<file path="src/hdl/gwf_pkg.sv">
// ----------------------------------------------------------------------------
// gwf_pkg
// Shared types, widths and constants of the Gaussian window filter.
// ----------------------------------------------------------------------------
package gwf_pkg;

	// Default configuration
	localparam int WINDOW_DEF      = 6;
	localparam int QUEUE_DEPTH_DEF = 4;

	// Fixed field and datapath widths (sized for windows up to 8)
	localparam int SAMPLE_W  = 24;
	localparam int FRAC_W    = 17;
	localparam int FALLOFF_W = 16;
	localparam int WEIGHT_W  = 18;
	localparam int EXP_W     = 19;
	localparam int U_W       = 30;
	localparam int TERM_W    = 31;
	localparam int M_W       = 20;
	localparam int MM_W      = 2 * M_W;
	localparam int TP_W      = FALLOFF_W + M_W;
	localparam int T_W       = 56;
	localparam int ACC_W     = 56;
	localparam int TOT_W     = 30;
	localparam int NUM_W     = ACC_W + 2;
	localparam int REM_W     = TOT_W + 1;
	localparam int K_W       = 4;

	localparam logic [FALLOFF_W-1:0] FALLOFF_RST  = 16'd655;
	localparam logic [WEIGHT_W-1:0]  WEIGHT_MAX   = '1;
	localparam logic [K_W-1:0]       SERIES_LAST  = 4'd14;
	localparam logic [SAMPLE_W-1:0]  RES_POS_MAX  = 24'h7FFFFF;
	localparam logic [SAMPLE_W-1:0]  RES_NEG_MIN  = 24'h800000;

	typedef struct packed {
		logic signed [SAMPLE_W-1:0] sample;
		logic [FRAC_W-1:0]          frac_x;
		logic [FRAC_W-1:0]          frac_y;
	} gwf_item_t;

	typedef struct packed {
		logic signed [SAMPLE_W-1:0] filtered;
		logic                       zero_weight;
	} gwf_result_t;

	// Queue entry: the item tagged with its place in the window
	typedef struct packed {
		gwf_item_t item;
		logic      first;
		logic      last;
	} gwf_entry_t;

	typedef struct packed {
		logic           start;
		logic           over;
		logic [U_W-1:0] u;
	} gwf_exp_req_t;

	typedef struct packed {
		logic             busy;
		logic             done;
		logic [EXP_W-1:0] value;
	} gwf_exp_rsp_t;

	typedef enum logic [2:0] {
		EX_IDLE,
		EX_MUL,
		EX_DIV,
		EX_CORR,
		EX_SQR,
		EX_FIN,
		EX_DONE
	} gwf_exp_state_t;

	typedef enum logic [3:0] {
		BK_IDLE,
		BK_OFS,
		BK_OFS_W,
		BK_SQ,
		BK_TLO,
		BK_THI,
		BK_EXP,
		BK_EXP_W,
		BK_MAC1,
		BK_MAC2,
		BK_DIV_SET,
		BK_DIV,
		BK_FIN,
		BK_OUT
	} gwf_back_state_t;

	// floor(2^32 / k) for the series divisors
	function automatic logic [32:0] recip(input logic [K_W-1:0] k);
		logic [32:0] r;
		unique case (k)
			4'd1:    r = 33'd4294967296;
			4'd2:    r = 33'd2147483648;
			4'd3:    r = 33'd1431655765;
			4'd4:    r = 33'd1073741824;
			4'd5:    r = 33'd858993459;
			4'd6:    r = 33'd715827882;
			4'd7:    r = 33'd613566756;
			4'd8:    r = 33'd536870912;
			4'd9:    r = 33'd477218588;
			4'd10:   r = 33'd429496729;
			4'd11:   r = 33'd390451572;
			4'd12:   r = 33'd357913941;
			4'd13:   r = 33'd330382099;
			4'd14:   r = 33'd306783378;
			default: r = '0;
		endcase
		return r;
	endfunction

endpackage

</file>
<file path="src/hdl/gwf_front.sv">
// ----------------------------------------------------------------------------
// gwf_front
// Accepts samples, tracks the position in the window and tags each request
// as first or last of its window before queueing it.
// ----------------------------------------------------------------------------
module gwf_front #(
	parameter int WINDOW = gwf_pkg::WINDOW_DEF
) (
	input  logic                clk,
	input  logic                arst_n,
	input  logic                item_valid,
	output logic                item_ready,
	input  gwf_pkg::gwf_item_t  item,
	input  logic                q_full,
	output logic                q_push,
	output gwf_pkg::gwf_entry_t q_entry
);
	import gwf_pkg::*;

	localparam int WW    = WINDOW * WINDOW;
	localparam int IDX_W = $clog2(WW);

	logic [IDX_W-1:0] idx_q;
	logic             at_last;

	assign item_ready = !q_full;
	assign q_push     = item_valid && !q_full;
	assign at_last    = (idx_q == IDX_W'(WW - 1));

	// Tag the request
	assign q_entry.item  = item;
	assign q_entry.first = (idx_q == '0);
	assign q_entry.last  = at_last;

	// Advance the window position, wrap after the last sample
	always_ff @(posedge clk or negedge arst_n) begin
		if (!arst_n) begin
			idx_q <= '0;
		end else if (q_push) begin
			idx_q <= at_last ? '0 : idx_q + 1'b1;
		end
	end

endmodule

</file>
<file path="config.mk">
export PLATFORM = sky130hd
export DESIGN_NAME = gwf_front
export DESIGN_NICKNAME = d
export VERILOG_FILES = /design/src/hdl/gwf_pkg.sv /design/src/hdl/gwf_front.sv
export SDC_FILE = /design/constraint.sdc
export NUM_CORES = 1
export LEC_CHECK = 0
export ABC_AREA = 0
export BUFFER_PORTS_ARGS = -buffer_cell sky130_fd_sc_hd__buf_4
export CORE_ASPECT_RATIO = 1.75
export CORE_MARGIN = 1
export CORE_UTILIZATION = 26
export DETAILED_ROUTE_END_ITERATION = 12
export HOLD_SLACK_MARGIN = 0.06
export PLACE_DENSITY = 0.74
export SLEW_MARGIN = 25
export SYNTH_ARGS = -nofsm -noshare
export SYNTH_HDL_FRONTEND = slang
export SYNTH_SLANG_ARGS = --single-unit
</file>
<file path="constraint.sdc">
create_clock -name clk -period 1.5 [get_ports clk]
set_clock_uncertainty 0.1 [all_clocks]
set_input_delay 0.45 -clock clk [delete_from_list [all_inputs] [get_ports clk]]
set_output_delay 0.45 -clock clk [all_outputs]
set_load 0.1 [all_outputs]
</file>
# Yosys cells after proc, flatten, opt, wreduce, memory -nomap -nowiden

Index checks and enable logic that the tools add are counted.

Flip-flop bits (word level): 6
Bits of input ports: 62
Output and inout port bits: 62
Word-level logic and storage cells: 7

Add/sub/neg operators: 1
Eq/ne operators: 1
Muxes and demuxes: 1
Reduce and logical (&&, ||, !) cells: 3

Operator list:

| cell                                                           | count |
|---|---|
| 6-bit by 1-bit adder with 6-bit output (second input constant) | 1 |
| 6-bit equality test (second input constant)                    | 1 |
| 6-bit logical NOT                                              | 1 |
| 6-bit 2-to-1 mux                                               | 1 |
| 1-bit logical AND                                              | 1 |
| 1-bit logical NOT                                              | 1 |

# Depth between registers and ports, before layout

Depth after elaboration: 2
Gate-level depth with buffers: 4

# Worst setup path before layout

OpenSTA, ideal clock, no wires.

Path kind: register to output
Start point: register idx_q[3]
End point: output port q_entry[1] in the netlist's numbering
Arrival: 1.416 ns
Data required time: 0.950 ns
Path slack: -0.466 ns
Stages on the path, launching flop included: 3
Cells stage by stage: dfrtp_1 > nor4_1 > and2_1

RTL lines:

| element                | line            | text |
|---|---|---|
| from (decl)            | gwf_front.sv:23 | `logic [IDX_W-1:0] idx_q;` |
| from (signal assigned) | gwf_front.sv:40 | `idx_q <= at_last ? '0 : idx_q + 1'b1;` |
| to (decl)              | gwf_front.sv:16 | `output gwf_pkg::gwf_entry_t q_entry` |

==> results.toml <==
[die]
num_io_pins = 124
die_h_microns = 74.90
core_sq_mm = 0.002895
chipWidth_microns = 43.66
start_util_pct = 27.27
dieArea_sq_mm = 0.003270
rows = 26

[finish]
register_area_sq_um = 150.1
finalNetCount = 123
n_antenna_cell = 0
largestRegisters = "idx_q (6)"
layout_common_cells = "buf_4 (15), dfrtp_1 (6), buf_12 (4), clkbuf_8 (3)"
largest_reg_flops = 6
multi_input_area_sq_um = 224.0
area_delta_synth_final_pct = -12.52
fin_cells = 85
n_fill_cell = 296
drive_above_1_share_pct = 63.16
design_area_sq_um = 690.7
top_register = "idx_q"
final_common_cell = "buf_4"

[worst_hold_path]
hp-class = "primary input to async pin"

[sta]
tightest_slew_ps = 202.0
rsz0062_at_grt = "true"
setup_viol = 3
setup-tns-final_ps = -792.6
fmax_mhz = 535.0
fin_crit_sh_pct = 124.6
fin_crit_ps = 1869
hold_viol_final = 0
final.setup.worst_slack_ps = -369.0
final-max-slew-violation-count = 0
slew_headroom_pct = 86.42

[flow_run]
maxCapViolCount = 0

[critical_path]
cp_max_fo = 3
critPathKind = "flip-flop to primary output"
crit_path_end_kind = "primary output"
cp_data_arrival_time_ps = 1320
required_ps = 950
startpoint_type = "flip-flop"

[synth]
synth_warnings = 0
ys_ff_latch = 6
syn_area_sq_um = 789.5
yosysTopAreaCellShare_pct = 56.10
synth_fp_nets = 156
syn_inst = 92
ys_types = 21
syn_avg_cell_area_sq_um = 8.582
ys_top_cells_by_area = "buf_4 (56%), dfrtp_1 (19%), ha_1 (3.2%), a2bb2o_4 (2.5%), xnor2_1 (2.2%)"
yosys.area.top_type = "buf_4"
ys_seq_area_share_pct = 19.02

[clocking]
cts-htree-levels = 1
clkSinkCount = 6
clk_latency_ps = 220
clk_pin_slew_ps = 40
cts_buffers = 3
clk_path_buf_depth = 2
root_buffer = "clkbuf_8"
cts_tree = "yes"

[placed_design]
hpwlAfterDp_microns = 1365
placed_cell_area_sq_um = 533.0
io_buffers = 7
dp_cells = 79
place_congestion = 0.7583

[power]
p_leak_nw = 0.3043
power_density_mw_per_mm2 = 1466
peakVddDrop_mv = 0.5847
power_mw = 1.013

[global_route]
grt_pass1_vias = 411
grt_pass1_wl_microns = 2208
grt_max_degree = 11
antenna_found_initial = 0
use_met3_pct = 12.47
overflow = 0
use_met1_pct = 4.853
grt_use_total_pct = 10.06
grtUsageMet2_pct = 15.09
busiest_layer = "met2"

[route]
drt_iter0_drc = 9
via_per_inst = 4.788
ant_nets = 0
drt-pass1-iter-count = 7
via_count = 407
post-route-drc-count = 7
avgRoutedWirePerCell_microns = 19.53
drt_wl_total_microns = 1660

[outcome]
violations = "design-rule violations, negative setup slack"
status = "finished with violations"
[repair_timing]
item,4_1_cts,5_1_grt
setup endpoints to repair,6,5
gates resized for setup,12,10
hold buffers,1,0
hold endpoints to repair,6,0
buffers inserted,1,1
pin swaps,2,2
[cell type report]
cell class	instances	share of cell area, %
timing repair buffer	22	32.61
multi-input combinational	23	32.43
sequential	6	21.74
clock buffer	3	5.978
tap	28	5.072
inverter	3	2.174
[power breakdown]
group	internal [mW]	switching [mW]	leakage (nW)
logic	0.272	0.238	0.207
clock network	0.172	0.0669	0.0216
registers	0.219	0.0446	0.0756
[cell families (layout without fill, tap and decap cells)]
logic type | after synthesis | count (layout) | share of synthesized area (%)
adders and majority gates | 2 | 2 | 3.169
and+or+nand+nor | 11 | 11 | 8.875
xor gates and xnor gates | 2 | 2 | 2.219
muxes | 1 | 1 | 1.268
AOI/OAI and AO/OA | 7 | 7 | 7.289
buffers and inverters | 63 | 28 | 58.16
DFF | 6 | 6 | 19.02
[path summary, 6_finish.rpt]
path | from | end | slack (ps) | depth (start not counted)
setup / recovery | idx_q[3] | q_entry[0] | -370 | 3
hold / removal | arst_n | idx_q[1] | 470 | 2
setup reg to reg | idx_q[3] | idx_q[5] | -90 | 5
hold reg to reg | idx_q[1] | idx_q[1] | 500 | 2
max in group asynchronous | arst_n | idx_q[4] | 710 | 2
min in group clk | idx_q[1] | idx_q[1] | 500 | 2
[per-stage QoR]
stage / setup WS, ps / hold WS, ps / util (%)
2_1_floorplan: -179.5 / 54.41 / -
3_3_place_gp: -189.4 / 160.1 / 18.41
3_5_place_dp: -215.5 / 164.3 / 18.41
4_1_cts: -351.5 / 467.8 / 21.91
5_1_grt: -397.4 / 480.4 / 23.85
6_report: -369.0 / 468.8 / 23.85
[critical path, cell delays in order (launching register included)]
cell     delay [ps]
dfrtp_1         390
or3b_4          410
nor2_4          120
buf_12          180
[synth_stat cells, drive strengths merged]
cell type and number:
xnor2 2, and4 1, a31oi 2, or3b 1, and2 1, nor2 1, mux2i 1, o21ai 3
buf 60, nand2b 1, dfrtp 6, nand4 2, ha 2, a21bo 1, nand2 1, a2bb2o 1
nor2b 1, inv 3, nor4 1, nand3 1
[per-layer routing]
metal | vias to the layer above | wire, microns | share of wire [%]
met3 | 16 | 459 | 28
li1 | 166 | - | -
met5 | - | 0 | 0
met2 | 44 | 797 | 48
met4 | 0 | 100 | 6.0
met1 | 181 | 302 | 18
No activity file was read; power rests on OpenSTA's default activity.
