[config.mk]
export PLATFORM = sky130hd
export DESIGN_NAME = gwf_queue
export DESIGN_NICKNAME = d
export VERILOG_FILES = /design/src/hdl/gwf_pkg.sv /design/src/hdl/gwf_queue.sv
export SDC_FILE = /design/constraint.sdc
export NUM_CORES = 1
export LEC_CHECK = 0
export ABC_AREA = 1
export ABC_CLOCK_PERIOD_IN_PS = 5450
export BUFFER_PORTS_ARGS = -buffer_cell sky130_fd_sc_hd__buf_4
export CORE_ASPECT_RATIO = 1.2
export CORE_MARGIN = 4
export CORE_UTILIZATION = 60
export CTS_CLUSTER_DIAMETER = 60
export DETAILED_ROUTE_END_ITERATION = 16
export PLACE_DENSITY = 0.82
export SYNTH_ARGS = -nofsm -noshare
export SYNTH_HDL_FRONTEND = slang
export SYNTH_SLANG_ARGS = --single-unit
[constraint.sdc]
create_clock -name clk -period 5.45 [get_ports clk]
set_input_delay 0.2725 -clock clk [delete_from_list [all_inputs] [get_ports clk]]
set_output_delay 0.2725 -clock clk [all_outputs]
set_load 0.01 [all_outputs]
[src/hdl/gwf_pkg.sv]
// ----------------------------------------------------------------------------
// gwf_pkg
// Shared types, widths and constants of the Gaussian window filter.
// ----------------------------------------------------------------------------
package gwf_pkg;

	// Default configuration
	localparam int WINDOW_DEF      = 6;
	localparam int QUEUE_DEPTH_DEF = 4;

	// Fixed field and datapath widths (sized for windows up to 8)
	localparam int SAMPLE_W  = 24;
	localparam int FRAC_W    = 17;
	localparam int FALLOFF_W = 16;
	localparam int WEIGHT_W  = 18;
	localparam int EXP_W     = 19;
	localparam int U_W       = 30;
	localparam int TERM_W    = 31;
	localparam int M_W       = 20;
	localparam int MM_W      = 2 * M_W;
	localparam int TP_W      = FALLOFF_W + M_W;
	localparam int T_W       = 56;
	localparam int ACC_W     = 56;
	localparam int TOT_W     = 30;
	localparam int NUM_W     = ACC_W + 2;
	localparam int REM_W     = TOT_W + 1;
	localparam int K_W       = 4;

	localparam logic [FALLOFF_W-1:0] FALLOFF_RST  = 16'd655;
	localparam logic [WEIGHT_W-1:0]  WEIGHT_MAX   = '1;
	localparam logic [K_W-1:0]       SERIES_LAST  = 4'd14;
	localparam logic [SAMPLE_W-1:0]  RES_POS_MAX  = 24'h7FFFFF;
	localparam logic [SAMPLE_W-1:0]  RES_NEG_MIN  = 24'h800000;

	typedef struct packed {
		logic signed [SAMPLE_W-1:0] sample;
		logic [FRAC_W-1:0]          frac_x;
		logic [FRAC_W-1:0]          frac_y;
	} gwf_item_t;

	typedef struct packed {
		logic signed [SAMPLE_W-1:0] filtered;
		logic                       zero_weight;
	} gwf_result_t;

	// Queue entry: the item tagged with its place in the window
	typedef struct packed {
		gwf_item_t item;
		logic      first;
		logic      last;
	} gwf_entry_t;

	typedef struct packed {
		logic           start;
		logic           over;
		logic [U_W-1:0] u;
	} gwf_exp_req_t;

	typedef struct packed {
		logic             busy;
		logic             done;
		logic [EXP_W-1:0] value;
	} gwf_exp_rsp_t;

	typedef enum logic [2:0] {
		EX_IDLE,
		EX_MUL,
		EX_DIV,
		EX_CORR,
		EX_SQR,
		EX_FIN,
		EX_DONE
	} gwf_exp_state_t;

	typedef enum logic [3:0] {
		BK_IDLE,
		BK_OFS,
		BK_OFS_W,
		BK_SQ,
		BK_TLO,
		BK_THI,
		BK_EXP,
		BK_EXP_W,
		BK_MAC1,
		BK_MAC2,
		BK_DIV_SET,
		BK_DIV,
		BK_FIN,
		BK_OUT
	} gwf_back_state_t;

	// floor(2^32 / k) for the series divisors
	function automatic logic [32:0] recip(input logic [K_W-1:0] k);
		logic [32:0] r;
		unique case (k)
			4'd1:    r = 33'd4294967296;
			4'd2:    r = 33'd2147483648;
			4'd3:    r = 33'd1431655765;
			4'd4:    r = 33'd1073741824;
			4'd5:    r = 33'd858993459;
			4'd6:    r = 33'd715827882;
			4'd7:    r = 33'd613566756;
			4'd8:    r = 33'd536870912;
			4'd9:    r = 33'd477218588;
			4'd10:   r = 33'd429496729;
			4'd11:   r = 33'd390451572;
			4'd12:   r = 33'd357913941;
			4'd13:   r = 33'd330382099;
			4'd14:   r = 33'd306783378;
			default: r = '0;
		endcase
		return r;
	endfunction

endpackage

[src/hdl/gwf_queue.sv]
// ----------------------------------------------------------------------------
// gwf_queue
// Short request queue between the front and the back.
// ----------------------------------------------------------------------------
module gwf_queue #(
	parameter int DEPTH = gwf_pkg::QUEUE_DEPTH_DEF
) (
	input  logic                clk,
	input  logic                arst_n,
	input  logic                push,
	input  gwf_pkg::gwf_entry_t wr_entry,
	output logic                full,
	input  logic                pop,
	output logic                empty,
	output gwf_pkg::gwf_entry_t rd_entry
);
	import gwf_pkg::*;

	localparam int PTR_W = (DEPTH > 1) ? $clog2(DEPTH) : 1;
	localparam int CNT_W = $clog2(DEPTH + 1);

	gwf_entry_t       mem_q [DEPTH];
	logic [PTR_W-1:0] wr_ptr_q;
	logic [PTR_W-1:0] rd_ptr_q;
	logic [CNT_W-1:0] count_q;

	assign full     = (count_q == CNT_W'(DEPTH));
	assign empty    = (count_q == '0);
	assign rd_entry = mem_q[rd_ptr_q];

	// Store the request
	always_ff @(posedge clk) begin
		if (push) begin
			mem_q[wr_ptr_q] <= wr_entry;
		end
	end

	// Advance pointers and fill count
	always_ff @(posedge clk or negedge arst_n) begin
		if (!arst_n) begin
			wr_ptr_q <= '0;
			rd_ptr_q <= '0;
			count_q  <= '0;
		end else begin
			if (push) begin
				wr_ptr_q <= (wr_ptr_q == PTR_W'(DEPTH - 1)) ? '0 : wr_ptr_q + 1'b1;
			end
			if (pop) begin
				rd_ptr_q <= (rd_ptr_q == PTR_W'(DEPTH - 1)) ? '0 : rd_ptr_q + 1'b1;
			end
			unique case ({push, pop})
				2'b10:   count_q <= count_q + 1'b1;
				2'b01:   count_q <= count_q - 1'b1;
				default: count_q <= count_q;
			endcase
		end
	end

endmodule

* Word-level counts from Yosys, hierarchy flattened
Memory sizes are Yosys's and may differ from the RTL's. Index checks and enable logic that the tools add are counted. W data, S select, Z words.
Storage, ports and cells: logic and storage cells 20, memory bits (writable) 240, latch bits 0, register bits 7, output and inout port bits 62, bits in read-only memories 0, bits of input ports 64, memories kept 1
Cells by class: bitwise gates (word level) 0, shifts and indexed selects 0, multiplexer cells 5, order comparisons 0, eq/ne operators 5, divide/modulo/power cells 0, reductions and logical operators 2, multiply operators 0, add/subtract/negate cells 4
Memories:
- mem_q | words 4, bits a word 60, read ports 1, clocked after memory_dff 0, wr ports 1, line gwf_queue.sv:22 | gwf_entry_t mem_q [DEPTH];
Operators with widths (number):
- $eq A2 B2 Y1 const B | 3
- $pmux W3 S2 | 1
- $add A2 B1 Y2 const B | 2
- $mux W2 | 2
- $add A3 B1 Y3 const B | 1
- $eq A3 B3 Y1 const B | 1
- $logic_not A3 Y1 | 1
- $sub A3 B1 Y3 const B | 1
- $eq A2 B1 Y1 const B | 1
- $mux W1 | 2
- $reduce_bool A2 Y1 | 1

* Longest topological paths before layout
depth after elaboration 2, gate-level depth with buffers 10, gate-level depth less buffers 9

* Worst setup path after synthesis
No wires, ideal clock.
kind flip-flop to flip-flop, start reg wr_ptr_q[0], end mem mem_q[2][0] (netlist name) (enable), path slack 3187 ps, cell stages (with the launch flop) 5, setup time 414 ps, data required time 5036 ps, arrival 1849 ps, path buffers 0, period minus slack after synthesis 2263 ps, cells stage by stage dfrtp_1 -> inv_1 -> ha_1 -> nand2_1 -> inv_1
RTL lines:
- from (decl) | line gwf_queue.sv:23 | logic [PTR_W-1:0] wr_ptr_q;
- from (signal assigned) | line gwf_queue.sv:46 | wr_ptr_q <= (wr_ptr_q == PTR_W'(DEPTH - 1)) ? '0 : wr_ptr_q + 1'b1;
- to (decl) | line gwf_queue.sv:22
Straight into the memory's write port.

==> impl_metrics.toml <==
[finish]
fill_cells = 958
fin_nets = 1005
stdcell_area_um2 = 12300
syn_to_final_growth_pct = 25.0
antennaDiodeCount = 0
drive_above_1_share_pct = 18.5
final_cell_mix = "edfxtp_1, nand2_1, buf_4"
layout_commonest_cell = "edfxtp_1"

[route]
wl_per_cell_um = 16.2
vias_per_cell = 5.23
detail_route.first_pass.iterations = 5
drc_errors = 0
drtAntennaViolNets = 0
wl_mm = 18.8
num_vias = 6083
initialDrtViolationCount = 280

[critical_path]
worstPathArrival_ps = 2590
reg2regPathDepth = 5
worst_setup_path_end_kind = "output pin"
cp_data_required_time_ps = 5180
crit_chain = "inv_6 -> buf_4 -> nand2_1 -> o211ai_1 -> nand2_1 -> buf_4"
cp-start-kind = "flip-flop"
cp_slowest_cell = "buf_4"
max_stage_delay_ps = 650
path_class = "flip-flop to output pin"
cp_max_fo = 82

[sta]
hold_viol = 0
fin_tns_setup_ps = 0
rsz0062_at_grt = "no"
hold-worst-slack_ps = 39.7
finalCriticalPeriod_ps = 2870
slew_viol_final = 0
setup_viol = 0
maxSlewHeadroom_pct = 39.2
worst_slew_pin_slew_ps = 912
max_freq_mhz = 349
finClkSkew_ps = 5.08
period_share_pct = 52.6

[floorplan]
dieHeight_um = 149
dieArea_um2 = 18600
row_count = 51
coreArea_um2 = 16200
start_util_pct = 60.9
die_x_um = 125
pin_count = 126

[clock_tree]
clkTransAtPathRegs_ps = 60
cts_tree = "yes"
cts_sinks = 247
cts_max_level = 1
cts-root-buf = "clkbuf_16"
clk_latency_ps = 490
cts_buffer_depth = 3
numCtsBuffers = 23

[power]
power_per_cell_area_nw_per_um2 = 497
p_leak_nw = 5.04
max-vdd-ir-drop_uv = 357

[synth]
synth_cell_types = 18
syn_nets = 825
synthCells = 754
ys_warn_count = 0
seq_area_frac_synth_pct = 74.8
synth_seq_cells = 247
synth_area_um2 = 9870
syn_area_per_cell_um2 = 13.1

[place]
placed_cell_area_um2 = 10900
hpwl_mm = 10.2
io_buffers = 125
place.gp.congestion = 0.712

[global_route]
grt_pass1_vias = 5969
grt_antenna_before_repair = 0
overflow = 0
grt_first_pass_wirelength_mm = 29.0
grt_max_degree = 89
track_usage_pct = 19.6

[worst_hold_path]
hold-path-cell-count = 2
hold_class = "primary input to flip-flop"

[status]
status = "finished clean"

[flow_run]
drv_cap = 0
[stage by stage]
stage	total power [W]	util (%)	worst slack (ps)	std cells
4_1_cts	0.00615	76.1	2570	1162
6_report	0.00613	76.1	2580	1162
2_1_floorplan	0.00372	-	3190	754
3_5_place_dp	0.00451	67.5	3100	1059
5_1_grt	0.00646	76.1	2370	1162
3_3_place_gp	0.00445	67.5	3180	1059
[worst max-delay path, delay by kind of cell, from the launching register on]
family,cells,cell delay [ps]
AOI/OAI and AO/OA,1,120
buffers and inverters,3,1220
DFF,1,430
and+or+nand+nor,2,270
[cells by family (layout without fill, tap and decap cells)]
kind of cell             Yosys count  in the layout  share of synthesized area, %
buffers and inverters            175            371                          7.16
AO/OA/AOI/OAI                    125            125                          9.38
XOR/XNOR                           1              1                        0.0887
AND/OR/NAND/NOR                  199            199                          7.63
adder cells (fa/ha/maj)            7              7                         0.963
flip-flops                       247            247                          74.8
[report_power, final]
part | total [W] | internal, W | switching [W]
combinational | 0.00199 | 0.000768 | 0.00122
sequential | 0.00252 | 0.00244 | 0.0000825
clock | 0.00161 | 0.000963 | 0.000651
[per-layer routing]
metal	vias to the layer above	GRT usage, %	share of wire [%]
li1	2979	-	-
met1	2884	22.5	38
met2	183	37.3	54
met3	37	3.38	5.9
met4	0	6.51	2.7
met5	-	0	0
[state kept, by name, summed over array words and instances, names as in the netlist]
register and cells:
mem_q 240, wr_ptr_q 2, count_q 3, rd_ptr_q 2
[layout make-up]
cell class	instances	area (um^2)	area share (%)
inverters	135	512	4.15
well taps	212	265	2.15
multi-input cells	332	1780	14.5
flip-flops and latches	247	7380	59.9
clock buffers	24	579	4.70
repair buffers	195	1620	13.1
clock inverters	17	194	1.57
[cell usage after synthesis (all sizes together)]
| cell type | number | area, um^2 |
|---|---|---|
| ha | 6 | 75.1 |
| edfxtp | 240 | 7210 |
| nand2 | 193 | 724 |
| dfrtp | 7 | 175 |
| xnor2 | 1 | 8.76 |
| nand4 | 1 | 6.26 |
| o21ai | 5 | 25.0 |
| buf | 28 | 155 |
| inv | 135 | 507 |
| fa | 1 | 20.0 |
| o211ai | 120 | 901 |
| clkbuf | 12 | 45.0 |
| nand3 | 1 | 5.00 |
| nor2 | 2 | 7.51 |
| nor3 | 2 | 10.0 |
[repair_timing]
action                                 in CTS  in global routing
gates resized for setup                     0                  0
hold buffers                               62                  0
endpoints found under the hold margin     248                  0
buffers inserted                            0                  0
[path summary, 6_finish.rpt]
kind                        startpoint            to  slack, ps
setup / recovery           rd_ptr_q[0]  rd_entry[35]       2580
hold / removal                    push   wr_ptr_q[0]         40
setup reg to reg           wr_ptr_q[1]  mem_q[1][51]       3280
hold reg to reg             count_q[2]    count_q[2]        490
max in group asynchronous       arst_n   rd_ptr_q[1]       5190
min in group asynchronous       arst_n    count_q[1]        130
(Power assumes the default switching activity.)
